`src/rtl/flrp_pkg.sv`:
```
// Package for the framed link receive parser: sync and type constants,
// result kind codes, the parse phase type and the structs between modules.
// Depends on nothing.
package flrp_pkg;

  localparam logic [7:0] SYNC_FIRST   = 8'hBC;
  localparam logic [7:0] SYNC_SECOND  = 8'hCF;
  localparam logic [7:0] TYPE_RADIO   = 8'h00;
  localparam logic [7:0] TYPE_BATTERY = 8'h13;

  // Shortest battery payload that carries the voltage word.
  localparam logic [7:0] BATTERY_MIN_LEN = 8'd5;

  localparam logic [1:0] KIND_RADIO   = 2'd0;
  localparam logic [1:0] KIND_GRANT   = 2'd1;
  localparam logic [1:0] KIND_BATTERY = 2'd2;

  typedef enum logic [6:0] {
    PH_SYNC1 = 7'b0000001,
    PH_SYNC2 = 7'b0000010,
    PH_TYPE  = 7'b0000100,
    PH_LEN   = 7'b0001000,
    PH_DATA  = 7'b0010000,
    PH_CHKA  = 7'b0100000,
    PH_CHKB  = 7'b1000000
  } phase_t;

  // One validated frame waiting for the back end.
  typedef struct packed {
    logic [1:0]  kind;
    logic [7:0]  len;
    logic [31:0] battery;
    logic        bank;
  } frame_desc_t;

  // Payload buffer write from the front end.
  typedef struct packed {
    logic       en;
    logic       bank;
    logic [7:0] idx;
    logic [7:0] data;
  } mem_wr_t;

  // Queue status seen by the front and back ends.
  typedef struct packed {
    logic not_empty;
    logic full;
  } queue_stat_t;

endpackage

```
`src/rtl/flrp_front.sv`:
```
// Front end of the framed link receive parser: sync hunt, header and
// payload capture, Fletcher-style check (sums modulo 256) and frame descriptor push.
// Depends on flrp_pkg.
module flrp_front #(
  parameter int MAX_PAYLOAD = 64
) (
  input  logic                 clk,
  input  logic                 rst_n,
  input  logic                 accept,
  input  logic [7:0]           rx_byte,
  output flrp_pkg::mem_wr_t    mem_wr,
  output logic                 push,
  output flrp_pkg::frame_desc_t push_desc
);
  import flrp_pkg::*;

  localparam logic [7:0] MAX_LEN = 8'(MAX_PAYLOAD);

  phase_t      phase_r, phase_nxt;
  logic [7:0]  type_r, type_nxt;
  logic [7:0]  len_r, len_nxt;
  logic [7:0]  fill_r, fill_nxt;
  logic [7:0]  sum_a_r, sum_a_nxt;
  logic [7:0]  sum_b_r, sum_b_nxt;
  logic [31:0] batt_r, batt_nxt;
  logic        bank_r, bank_nxt;
  logic [7:0]  add_a;

  assign add_a = sum_a_r + rx_byte;

  always_comb begin
    phase_nxt = phase_r;
    type_nxt  = type_r;
    len_nxt   = len_r;
    fill_nxt  = fill_r;
    sum_a_nxt = sum_a_r;
    sum_b_nxt = sum_b_r;
    batt_nxt  = batt_r;
    bank_nxt  = bank_r;
    mem_wr.en   = 1'b0;
    mem_wr.bank = bank_r;
    mem_wr.idx  = fill_r;
    mem_wr.data = rx_byte;
    push = 1'b0;
    push_desc.kind    = KIND_RADIO;
    push_desc.len     = len_r;
    push_desc.battery = batt_r;
    push_desc.bank    = bank_r;
    if (type_r == TYPE_RADIO && len_r == 8'd0) begin
      push_desc.kind = KIND_GRANT;
    end else if (type_r == TYPE_BATTERY) begin
      push_desc.kind = KIND_BATTERY;
    end
    if (accept) begin
      case (phase_r)
        PH_SYNC1: begin
          if (rx_byte == SYNC_FIRST) phase_nxt = PH_SYNC2;
        end
        PH_SYNC2: begin
          phase_nxt = (rx_byte == SYNC_SECOND) ? PH_TYPE : PH_SYNC1;
        end
        PH_TYPE: begin
          type_nxt  = rx_byte;
          sum_a_nxt = rx_byte;
          sum_b_nxt = rx_byte;
          phase_nxt = PH_LEN;
        end
        PH_LEN: begin
          len_nxt   = rx_byte;
          sum_a_nxt = add_a;
          sum_b_nxt = sum_b_r + add_a;
          fill_nxt  = 8'd0;
          if (rx_byte > MAX_LEN) begin
            phase_nxt = PH_SYNC1;
          end else if (rx_byte != 8'd0) begin
            phase_nxt = PH_DATA;
          end else begin
            phase_nxt = PH_CHKA;
          end
        end
        PH_DATA: begin
          mem_wr.en = 1'b1;
          case (fill_r)
            8'd1:    batt_nxt[7:0]   = rx_byte;
            8'd2:    batt_nxt[15:8]  = rx_byte;
            8'd3:    batt_nxt[23:16] = rx_byte;
            8'd4:    batt_nxt[31:24] = rx_byte;
            default: batt_nxt = batt_r;
          endcase
          fill_nxt  = fill_r + 8'd1;
          sum_a_nxt = add_a;
          sum_b_nxt = sum_b_r + add_a;
          if (fill_nxt >= len_r) phase_nxt = PH_CHKA;
        end
        PH_CHKA: begin
          phase_nxt = (rx_byte == sum_a_r) ? PH_CHKB : PH_SYNC1;
        end
        PH_CHKB: begin
          if (rx_byte == sum_b_r) begin
            if (type_r == TYPE_RADIO ||
                (type_r == TYPE_BATTERY && len_r >= BATTERY_MIN_LEN)) begin
              push     = 1'b1;
              bank_nxt = ~bank_r;
            end
          end
          phase_nxt = PH_SYNC1;
        end
        default: phase_nxt = PH_SYNC1;
      endcase
    end
  end

  always_ff @(posedge clk) begin
    if (!rst_n) begin
      phase_r <= PH_SYNC1;
      type_r  <= 8'd0;
      len_r   <= 8'd0;
      fill_r  <= 8'd0;
      sum_a_r <= 8'd0;
      sum_b_r <= 8'd0;
      bank_r  <= 1'b0;
    end else begin
      phase_r <= phase_nxt;
      type_r  <= type_nxt;
      len_r   <= len_nxt;
      fill_r  <= fill_nxt;
      sum_a_r <= sum_a_nxt;
      sum_b_r <= sum_b_nxt;
      bank_r  <= bank_nxt;
    end
  end

  always_ff @(posedge clk) begin
    batt_r <= batt_nxt;
  end

endmodule

```
`src/rtl/flrp_queue.sv`:
```
// Two-entry frame descriptor queue between the front and back ends.
// One entry per payload buffer bank. Depends on flrp_pkg.
module flrp_queue (
  input  logic                  clk,
  input  logic                  rst_n,
  input  logic                  push,
  input  flrp_pkg::frame_desc_t push_desc,
  input  logic                  pop,
  output flrp_pkg::frame_desc_t head,
  output flrp_pkg::queue_stat_t stat
);
  import flrp_pkg::*;

  frame_desc_t entry_r [2];
  logic        wr_ptr_r, wr_ptr_nxt;
  logic        rd_ptr_r, rd_ptr_nxt;
  logic [1:0]  count_r, count_nxt;

  assign head           = entry_r[rd_ptr_r];
  assign stat.not_empty = (count_r != 2'd0);
  assign stat.full      = (count_r == 2'd2);

  always_comb begin
    wr_ptr_nxt = push ? ~wr_ptr_r : wr_ptr_r;
    rd_ptr_nxt = pop ? ~rd_ptr_r : rd_ptr_r;
    count_nxt  = count_r + {1'b0, push} - {1'b0, pop};
  end

  always_ff @(posedge clk) begin
    if (!rst_n) begin
      wr_ptr_r <= 1'b0;
      rd_ptr_r <= 1'b0;
      count_r  <= 2'd0;
    end else begin
      wr_ptr_r <= wr_ptr_nxt;
      rd_ptr_r <= rd_ptr_nxt;
      count_r  <= count_nxt;
    end
  end

  always_ff @(posedge clk) begin
    if (push) entry_r[wr_ptr_r] <= push_desc;
  end

endmodule

```
`src/rtl/flrp_back.sv`:
```
// Back end of the framed link receive parser: two-bank payload buffer and
// result sequencer that drains one queued frame at a time.
// Depends on flrp_pkg.
module flrp_back #(
  parameter int MAX_PAYLOAD = 64
) (
  input  logic                  clk,
  input  logic                  rst_n,
  input  flrp_pkg::mem_wr_t     mem_wr,
  input  flrp_pkg::frame_desc_t head,
  input  flrp_pkg::queue_stat_t stat,
  output logic                  pop,
  output logic                  out_valid,
  input  logic                  out_stall,
  output logic [1:0]            out_kind,
  output logic [7:0]            out_data_byte,
  output logic [5:0]            out_byte_index,
  output logic [6:0]            out_frame_length,
  output logic [31:0]           out_battery_bits,
  output logic                  out_last
);
  import flrp_pkg::*;

  localparam int IDX_W = (MAX_PAYLOAD > 1) ? $clog2(MAX_PAYLOAD) : 1;
  localparam int MEM_DEPTH = 2 * (2 ** IDX_W);

  logic [7:0]  mem [MEM_DEPTH];
  logic [7:0]  rdata_r;

  logic [7:0]  pos_r, pos_nxt;
  logic        pend_r, pend_nxt;
  logic [7:0]  pend_idx_r;
  logic [7:0]  pend_len_r;
  logic        pend_last_r;

  logic        ov_r, ov_nxt;
  logic [1:0]  kind_r;
  logic [7:0]  data_r;
  logic [5:0]  idx_r;
  logic [6:0]  len_r;
  logic [31:0] batt_r;
  logic        last_r;

  logic        is_last_pos;
  logic        issue;
  logic        direct;

  assign is_last_pos = (pos_r + 8'd1 == head.len);
  assign issue  = stat.not_empty && head.kind == KIND_RADIO && !pend_r && !ov_r;
  assign direct = stat.not_empty && head.kind != KIND_RADIO && !pend_r && !ov_r;
  assign pop    = direct || (issue && is_last_pos);

  always_comb begin
    pos_nxt  = pos_r;
    pend_nxt = issue;
    if (issue) pos_nxt = is_last_pos ? 8'd0 : pos_r + 8'd1;
    ov_nxt = ov_r;
    if (ov_r && !out_stall) ov_nxt = 1'b0;
    if (pend_r || direct) ov_nxt = 1'b1;
  end

  always_ff @(posedge clk) begin
    if (!rst_n) begin
      pos_r  <= 8'd0;
      pend_r <= 1'b0;
      ov_r   <= 1'b0;
    end else begin
      pos_r  <= pos_nxt;
      pend_r <= pend_nxt;
      ov_r   <= ov_nxt;
    end
  end

  always_ff @(posedge clk) begin
    if (mem_wr.en) mem[{mem_wr.bank, mem_wr.idx[IDX_W-1:0]}] <= mem_wr.data;
    if (issue) begin
      rdata_r     <= mem[{head.bank, pos_r[IDX_W-1:0]}];
      pend_idx_r  <= pos_r;
      pend_len_r  <= head.len;
      pend_last_r <= is_last_pos;
    end
  end

  always_ff @(posedge clk) begin
    if (pend_r) begin
      kind_r <= KIND_RADIO;
      data_r <= rdata_r;
      idx_r  <= pend_idx_r[5:0];
      len_r  <= pend_len_r[6:0];
      batt_r <= 32'd0;
      last_r <= pend_last_r;
    end else if (direct) begin
      kind_r <= head.kind;
      data_r <= 8'd0;
      idx_r  <= 6'd0;
      len_r  <= (head.kind == KIND_BATTERY) ? head.len[6:0] : 7'd0;
      batt_r <= (head.kind == KIND_BATTERY) ? head.battery : 32'd0;
      last_r <= 1'b1;
    end
  end

  assign out_valid        = ov_r;
  assign out_kind         = kind_r;
  assign out_data_byte    = data_r;
  assign out_byte_index   = idx_r;
  assign out_frame_length = len_r;
  assign out_battery_bits = batt_r;
  assign out_last         = last_r;

endmodule

```
`src/rtl/framed_link_receive_parser.sv`:
```
// Top level of the framed link receive parser: front end, descriptor queue
// and back end with the payload buffer.
// Depends on flrp_pkg, flrp_front, flrp_queue and flrp_back.

// The parser takes one received serial byte per transaction, hunts for the
// sync pair 0xBC 0xCF, then reads type, length, payload and the two
// Fletcher-style check bytes (sums modulo 256). A radio-data frame that
// checks out is queued and yields its payload bytes as a run (or one grant
// result when it is empty), a battery frame of at least five bytes is queued
// and yields one 32-bit word, and every other frame yields nothing. Input
// bytes are taken one per cycle as long as fewer than two validated frames
// are waiting; the payload buffer has two banks, so one frame can drain
// while the next is received, and with both banks held in_stall stays high.
// Each radio payload byte passes through a buffer read, an output register
// load and then the offer of the result, because the next buffer read waits
// until the output register is empty; a grant or battery result is loaded
// straight into the output register. A result held by out_stall stays
// offered until it is taken. The output register decouples the two sides,
// so a stalled result does not stop reception until both banks are held.
module framed_link_receive_parser #(
  parameter int MAX_PAYLOAD = 64
) (
  input  logic        clk,
  input  logic        rst_n,
  input  logic        in_valid,
  output logic        in_stall,
  input  logic [7:0]  in_rx_byte,
  output logic        out_valid,
  input  logic        out_stall,
  output logic [1:0]  out_kind,
  output logic [7:0]  out_data_byte,
  output logic [5:0]  out_byte_index,
  output logic [6:0]  out_frame_length,
  output logic [31:0] out_battery_bits,
  output logic        out_last
);
  import flrp_pkg::*;

  mem_wr_t     mem_wr;
  logic        push;
  logic        pop;
  frame_desc_t push_desc;
  frame_desc_t head;
  queue_stat_t stat;
  logic        in_accept;

  // With both buffer banks owned by queued frames the front end must not
  // write payload, so reception waits until the back end frees one.
  assign in_stall  = stat.full;
  assign in_accept = in_valid && !in_stall;

  flrp_front #(
    .MAX_PAYLOAD(MAX_PAYLOAD)
  ) u_front (
    .clk      (clk),
    .rst_n    (rst_n),
    .accept   (in_accept),
    .rx_byte  (in_rx_byte),
    .mem_wr   (mem_wr),
    .push     (push),
    .push_desc(push_desc)
  );

  flrp_queue u_queue (
    .clk      (clk),
    .rst_n    (rst_n),
    .push     (push),
    .push_desc(push_desc),
    .pop      (pop),
    .head     (head),
    .stat     (stat)
  );

  flrp_back #(
    .MAX_PAYLOAD(MAX_PAYLOAD)
  ) u_back (
    .clk             (clk),
    .rst_n           (rst_n),
    .mem_wr          (mem_wr),
    .head            (head),
    .stat            (stat),
    .pop             (pop),
    .out_valid       (out_valid),
    .out_stall       (out_stall),
    .out_kind        (out_kind),
    .out_data_byte   (out_data_byte),
    .out_byte_index  (out_byte_index),
    .out_frame_length(out_frame_length),
    .out_battery_bits(out_battery_bits),
    .out_last        (out_last)
  );

  // Payload is never written into the bank that the oldest queued frame owns.
  a_bank_free: assert property (@(posedge clk) disable iff (!rst_n)
    (mem_wr.en && stat.not_empty) |-> (mem_wr.bank != head.bank))
    else $error("payload write into a bank still owned by a queued frame");

  // Grant and battery results always close their frame's run.
  a_single_last: assert property (@(posedge clk) disable iff (!rst_n)
    (out_valid && out_kind != KIND_RADIO) |-> out_last)
    else $error("grant or battery result without last");

  // A frame is never pushed while the queue is full.
  a_no_overflow: assert property (@(posedge clk) disable iff (!rst_n)
    stat.full |-> !push)
    else $error("descriptor pushed into a full queue");

endmodule

```
`config.mk`:
```
export PLATFORM = sky130hd
export DESIGN_NAME = framed_link_receive_parser
export DESIGN_NICKNAME = d
export VERILOG_FILES = /design/src/rtl/flrp_pkg.sv /design/src/rtl/flrp_front.sv /design/src/rtl/flrp_queue.sv /design/src/rtl/flrp_back.sv /design/src/rtl/framed_link_receive_parser.sv
export SDC_FILE = /design/constraint.sdc
export NUM_CORES = 2
export LEC_CHECK = 0
export BUFFER_PORTS_ARGS = -buffer_cell sky130_fd_sc_hd__buf_2
export CORE_ASPECT_RATIO = 0.6
export CORE_MARGIN = 1.5
export CORE_UTILIZATION = 55
export DETAILED_ROUTE_END_ITERATION = 10
export PLACE_DENSITY = 0.68
export SYNTH_ARGS = -nofsm -noshare
export SYNTH_HDL_FRONTEND = slang
export SYNTH_SLANG_ARGS = --single-unit
```
`constraint.sdc`:
```
create_clock -name clk -period 5.9 [get_ports clk]
set_input_delay 0.59 -clock clk [delete_from_list [all_inputs] [get_ports clk]]
set_output_delay 0.59 -clock clk [all_outputs]
set_load 0.02 [all_outputs]
```
# Word-level counts from Yosys, hierarchy flattened
# Memory sizes are Yosys's and may differ from the RTL's. A register that Yosys moved wholly into a read port is not among the register bits.
# Cells that the tools add are included.
[totals] register_bits=164 ram_bits=1110 inputBits=12 out_inout_bits=58 word_cells=137 n_memories=2
[classes] n_addsub=6 n_lt_le_gt_ge=3 n_eq_ne=21 muxes=37 bitwise=3 reduce_logical=39
[mem_list] name="u_back.mem" depth=128 width=8 rd=1 rd_ports_with_merged_regs=1 wr=1 line="flrp_back.sv:27" text="logic [7:0] mem [MEM_DEPTH];"
[mem_list] name="u_queue.entry_r" depth=2 width=43 rd=1 rd_ports_with_merged_regs=1 wr=1 line="flrp_queue.sv:14" text="frame_desc_t entry_r [2];"
[op_table] op="7-bit two-way mux" n=7
[op_table] op="8-bit one-hot mux with 2 select lines" n=3
[op_table] op="7-bit one-hot mux with 6 select lines" n=1
[op_table] op="32-bit two-way mux" n=1
[op_table] op="8-bit equality test" n=3
[op_table] op="8-bit two-way mux" n=3
[op_table] op="6-bit two-way mux" n=3
[op_table] op="8-bit by 1-bit adder with 8-bit output (second input constant)" n=2
[op_table] op="8-bit adder" n=2
[op_table] op="8-bit by 2-bit equality test with 1-bit output (second input constant)" n=2
[op_table] op="8-bit equality test (second input constant)" n=2
[op_table] op="8-bit zero test" n=2
[op_table] op="1-bit two-way mux" n=16
[op_table] op="3-bit AND reduction" n=5
[op_table] op="2-bit nonzero test" n=6
[op_table] op="1-bit logical AND" n=11
[op_table] op="8-bit by 1-bit equality test with 1-bit output (second input constant)" n=1
[op_table] op="8-bit by 3-bit equality test with 1-bit output (second input constant)" n=1
[op_table] op="8-bit by 5-bit equality test with 1-bit output (second input constant)" n=1
[op_table] op="8-bit by 3-bit greater-or-equal comparator with 1-bit output (second input constant)" n=1
[op_table] op="8-bit greater-or-equal comparator" n=1
[op_table] op="8-bit by 7-bit > comparator with 1-bit output (second input constant)" n=1
[op_table] op="2-bit AND reduction" n=4
[op_table] op="8-bit nonzero test" n=1
[op_table] op="other kinds (19)" n=29

# Depth between registers and ports, before layout
[logic_depth] word_depth=9 mapped_depth=12 depth_no_buf=12

# By module
# Synthesis repeated with hierarchy kept, for this count alone.
[unflattened] hier_cells=2769 hier_area_um2=50982.6
[by_module_without_submodules] mod="flrp_back" instances=1 cells_per_inst=2150 area_each_um2=43108.8 seq_area_each_um2=32951.6
[by_module_without_submodules] mod="flrp_front" instances=1 cells_per_inst=463 area_each_um2=4324.1 seq_area_each_um2=1921.8
[by_module_without_submodules] mod="flrp_queue" instances=1 cells_per_inst=155 area_each_um2=3535.9 seq_area_each_um2=2682.6
[by_module_without_submodules] mod="framed_link_receive_parser" instances=1 cells_per_inst=1 area_each_um2=13.8 seq_area_each_um2=0.0

# Worst setup path before layout
# OpenSTA, ideal clock, no wires.
[synth_path] path_type="input-to-reg" from="in in_rx_byte[1]" to="mem u_queue.entry_r[1][0] (netlist bit) (enable)" setup_time_ns=0.405 t_arrival_ns=2.968 required_time_ns=5.495 setup_slack_ns=2.528 cell_stages=7 path_buffers=1 cell_sequence="clkbuf_1 -> xor2_1 -> or4_1 -> nor4_1 -> nand4_1 -> a21oi_2 -> and2_1"
[synth_via] elab_chain_len=6
[synth_lines] item="start, declared" line="framed_link_receive_parser.sv:27" text="input logic [7:0] in_rx_byte,"
[synth_lines] item="8-bit equality test" line="flrp_front.sv:99" text="if (rx_byte == sum_b_r) begin"
[synth_lines] item="1-bit two-way mux" line="flrp_front.sv:99"
[synth_lines] item="1-bit two-way mux" line="flrp_front.sv:55" text="case (phase_r)"
[synth_lines] item="1-bit two-way mux" line="flrp_front.sv:54" text="if (accept) begin"
[synth_lines] item="1-bit two-way mux" line="flrp_queue.sv:42" text="if (push) entry_r[wr_ptr_r] <= push_desc;"
[synth_lines] item="1-bit two-way mux (not written as such)" line="flrp_queue.sv:42"
[synth_lines] item="end, declared" line="flrp_queue.sv:14"
# Every way passes these cells.

# Final worst setup path
[layout_path] from="reg u_front.phase_r[2]" to="mem u_back.mem[3][5] (enable)"
[layout_via] elab_chain_len=5
[layout_lines] item="start, declared" line="flrp_front.sv:19" text="phase_t phase_r, phase_nxt;"
[layout_lines] item="start signal, assigned" line="flrp_front.sv:123" text="phase_r <= phase_nxt;"
[layout_lines] item="7-bit by 5-bit equality test with 1-bit output" line="flrp_front.sv:55"
[layout_lines] item="1-bit two-way mux" line="flrp_front.sv:55"
[layout_lines] item="1-bit two-way mux" line="flrp_front.sv:54"
[layout_lines] item="1-bit two-way mux" line="flrp_back.sv:75" text="if (mem_wr.en) mem[{mem_wr.bank, mem_wr.idx[IDX_W-1:0]}] <= mem_wr.data;"
[layout_lines] item="1-bit two-way mux (not written as such)" line="flrp_back.sv:75"
[layout_lines] item="end, declared" line="flrp_back.sv:27"
# Every way passes these cells.

==> summary.txt <==
Outcome
  – Outcome: completed

Place
  – I/O Buffers: 69
  – GP Congestion: 0.8140
  – Inst Count DP: 3789
  – Post-detail-place hpwl: 70190 um

Worst setup path
  – R2R setup slack: 1.83 ns
  – Crit path to: u_back.mem[3][5]
  – WS Path Type: flop to flop
  – Crit. End Element: flop
  – Reg2reg start: u_front.phase_r[2]
  – Reg2Reg Capture Point: u_back.mem[3][5]
  – Reg2reg path depth: 6
  – CP peak stage delay: 1.04 ns
  – CP Launch Type: flop
  – WP data required: 6.23 ns
  – Critical path data arrival time: roughly 4.4 ns
  – Worst path slowest cell: nor2_1
  – CP cell instances: nor2_1, nand3b_1, or3_1, nor2_2, nand3_2, nor2_1
  – CP max FO: 16
  – Most frequent CP cell: nor2_1
  – CP startpoint: u_front.phase_r[2]

Final layout
  – Final nets: between 2000 and 3000
  – Filler cell count: 6265
  – Area grow syn2layout: 10.62%
  – Non-filler cells in the finished layout: about 4000
  – Fraction of layout cells with a size suffix above 1: 21.88%
  – Diodes inserted: 0

Synth
  – Synth Flop Type: edfxtp_1
  – Sequential fraction of the synthesis area: 74.48%
  – Avg Inst Size Synth: just under 20 um^2
  – Post-synthesis mux area share: 15.77%
  – Largest area contributor in the netlist: edfxtp_1
  – FFs w/ async S/R, synth: 0%
  – Xor and xnor area share after synthesis: 0.7121%
  – Combinational family with the most area after synthesis: multiplexers
  – Number of synthesized flops with an enable pin: 1186
  – Unique masters post-synth: 64
  – Synth Cell Area: a little over 0.05 mm^2
  – Area contributors post-synth: edfxtp_1, mux4_2, dfxtp_1, mux2i_1, nor2_1
  – Synthesized Nets: 2638
  – Register bit count reported by yosys: approximately 1300
  – Syn Inst Count: 2595
  – Synth top area share: a little over two thirds
  – Post-synthesis adder-cell area fraction: 0.7990%
  – Synth Area in Compound Gates: 2.814%
  – Simple-gate share of the synthesized area: 3.940%
  – Warnings from Yosys: 0

CTS
  – CTS clock-pin slew for the worst setup and hold paths: approximately 0.070 ns
  – CTS Buffer Depth: 3
  – Postcts setup bufs: 0
  – Inserted Clock Buffers: 111
  – CTS root buf: clkbuf_16
  – Worst-skew pair later-pin latency: 0.73 ns
  – # hold bufs at CTS: 0
  – CTS Sinks: 1283
  – H-tree depth: 3
  – CTS tree: yes
  – Post-CTS resize count: 0

Power and ir drop
  – Clock network fraction of total power: 42.1%
  – Sequential share of power: 56.1%
  – PwrDens: about 320 mW/mm^2
  – Switching part of the total: 20.27%
  – Power Internal: 0.01418 W
  – Switching power of the nets: 0.003607 W
  – VDD IR max: 0.0002514 V
  – Pleak: 17.11 nW
  – Design Power: 0.01779 W
  – Gate power share: 1.8%

Timing
  – Worst-Margin Slew: between 1 and 1.5 ns
  – Count of final setup violators: 0
  – Final period util: 68.95%
  – Max-slew violations: 0
  – Hold Fails Final Rpt: 0
  – Fin crit period: 4.068 ns
  – F_max: 245.8 MHz
  – RSZ-0062 raised after global routing: no
  – Slew margin rel.: around 16%
  – Worst clock skew: about 0.032 ns
  – Setup TNS: 0 ns

Global route
  – Global-route wire length before repair: 170700 um
  – Initial antenna violation count: 1
  – Vias in the first global route: 24790
  – Largest net degree at the start of global routing: 99
  – Gr usage total: 25.20%
  – Global route overflow: 0

Floorplan
  – Die ar.: approximately 0.094 mm^2
  – Vert. Die Dim: 237.5 um
  – Core area: 0.09029 mm^2
  – Die Span X: roughly 390 um
  – Starting Density: 55.85%
  – Row count: 85
  – I/O Pins: 70

Drt
  – WL/cell: ~29 um
  – Number of remaining DRC errors: 0
  – Via count: approximately 25000
  – DR iter-0 viols: 2914
  – Antenna-violating nets left: 0
  – Post-DR vias/cell: 6.318
  – WL final: ~120000 um
  – DRT Pass-1 Iters: 5

Min path
  – Hold Crit Class: input port to flop
  – Hold_sp: out_stall

Run
  – Max Cap Viol: 0
[Yosys cell counts (5+ instances only)]
master / instances
mux2_2: 7
dfxtp_1: 97
mux2i_1: 125
nand2_1: 94
o221ai_1: 13
o21ai_0: 83
nor2b_1: 39
nor3_1: 16
o21a_1: 9
and3_1: 8
and2_1: 26
buf_4: 30
nor2_1: 181
a21oi_1: 52
mux4_2: 293
ha_1: 29
o21bai_1: 6
a221oi_1: 6
buf_1: 9
nor4_1: 8
a22o_1: 7
buf_2: 27
or3_1: 6
nand3_1: 24
a21o_1: 8
nand2b_1: 9
o22ai_1: 6
clkbuf_1: 62
xnor2_1: 25
xor2_1: 16
inv_1: 21
nand3b_1: 5
edfxtp_1: 1186
[power by group through the flow]
stage	clock network, W	registers, W	logic (W)
2_1_floorplan	0	0.0102	0.0000675
3_3_place_gp	0	0.0102	0.000317
3_5_place_dp	0	0.0102	0.000332
4_1_cts	0.00758	0.00997	0.000331
5_1_grt	0.00793	0.00997	0.000356
6_report	0.00749	0.00997	0.000329
[state kept, by name, summed over array words and instances (netlist names), 7 cells and up, named ones only]
| signal | flops |
|---|---|
| u_back.out_battery_bits | 32 |
| u_front.type_r | 8 |
| u_back.mem | 1024 |
| u_back.rdata_r | 8 |
| u_queue.entry_r | 86 |
| u_back.out_frame_length | 7 |
| u_front.len_r | 8 |
| u_front.phase_r | 7 |
| u_front.sum_b_r | 8 |
| u_front.sum_a_r | 8 |
| u_back.pend_len_r | 7 |
| u_back.out_data_byte | 8 |
| u_front.batt_r | 32 |
| u_back.pos_r | 8 |
| u_front.fill_r | 8 |
[cells in the final DEF (no fill, tap or decap), types with 29 or more instances in the layout]
| cell type | count |
|---|---|
| clkbuf_16 | 114 |
| buf_2 | 61 |
| mux2i_1 | 125 |
| nand2_1 | 91 |
| ha_1 | 29 |
| buf_4 | 42 |
| a21oi_1 | 51 |
| nor2_1 | 181 |
| o21ai_0 | 83 |
| nor2b_1 | 39 |
| edfxtp_1 | 1186 |
| mux4_2 | 293 |
| dfxtp_1 | 92 |
[critical path, delay by kind of cell (launching register included)]
| kind | cells | cell delay (ns) |
|---|---|---|
| and+or+nand+nor | 6 | 3.29 |
| DFF | 1 | 0.37 |
[final cells by class]
class	count	area (um^2)	area share [%]
Sequential cell	1283	37570	67.35
Multi-Input combinational cell	1158	12140	21.76
Clock buffer	135	2992	5.363
Tap cell	1218	1524	2.732
Clock inverter	73	755.7	1.355
Timing Repair Buffer	108	720.7	1.292
Inverter	22	82.58	0.1480
[routing by layer]
layer | vias up | part of all wire [%] | GRT usage [%]
met1 | 13250 | 45 | 40.53
met4 | 2 | 1.7 | 5.242
met2 | 1209 | 43 | 34.89
li1 | 10640 | - | -
met3 | 155 | 10 | 6.498
met5 | - | 0.011 | 0
[through the flow]
step / cell area, um^2 / utilization (%) / hold slack, ns / setup slack (ns)
after floorplan: 50430 / - / 0.4215 / 2.528
after global placement: 52030 / 57.63 / 0.4232 / 1.777
after detailed placement: 52030 / 57.63 / 0.4321 / 1.771
after CTS: 55780 / 61.78 / 0.09685 / 1.920
after global routing: 55780 / 61.78 / 0.1374 / 1.662
final: 55780 / 61.78 / 0.1422 / 1.832
[logic make-up after synthesis]
kind of cell / after synthesis
XOR/XNOR: 41
adder cells (fa/ha/maj): 31
multiplexers: 426
buffers and inverters: 154
AND/OR/NAND/NOR: 431
AO/OA/AOI/OAI: 229
flip-flops: 1283
[worst min path at each step]
| stage | endpoint | slack [ns] | depth (start not counted) |
|---|---|---|---|
| 2_1_floorplan | u_queue.entry_r[0][10] | 0.42 | 0 |
| 3_3_place_gp | u_queue.entry_r[0][5] | 0.42 | 0 |
| 3_5_place_dp | u_queue.entry_r[1][12] | 0.43 | 0 |
| 4_1_cts | u_back.out_valid | 0.1 | 3 |
| 5_1_grt | u_back.out_valid | 0.14 | 3 |
| 6_report | u_back.out_valid | 0.14 | 3 |
(Power assumes the default switching activity.)
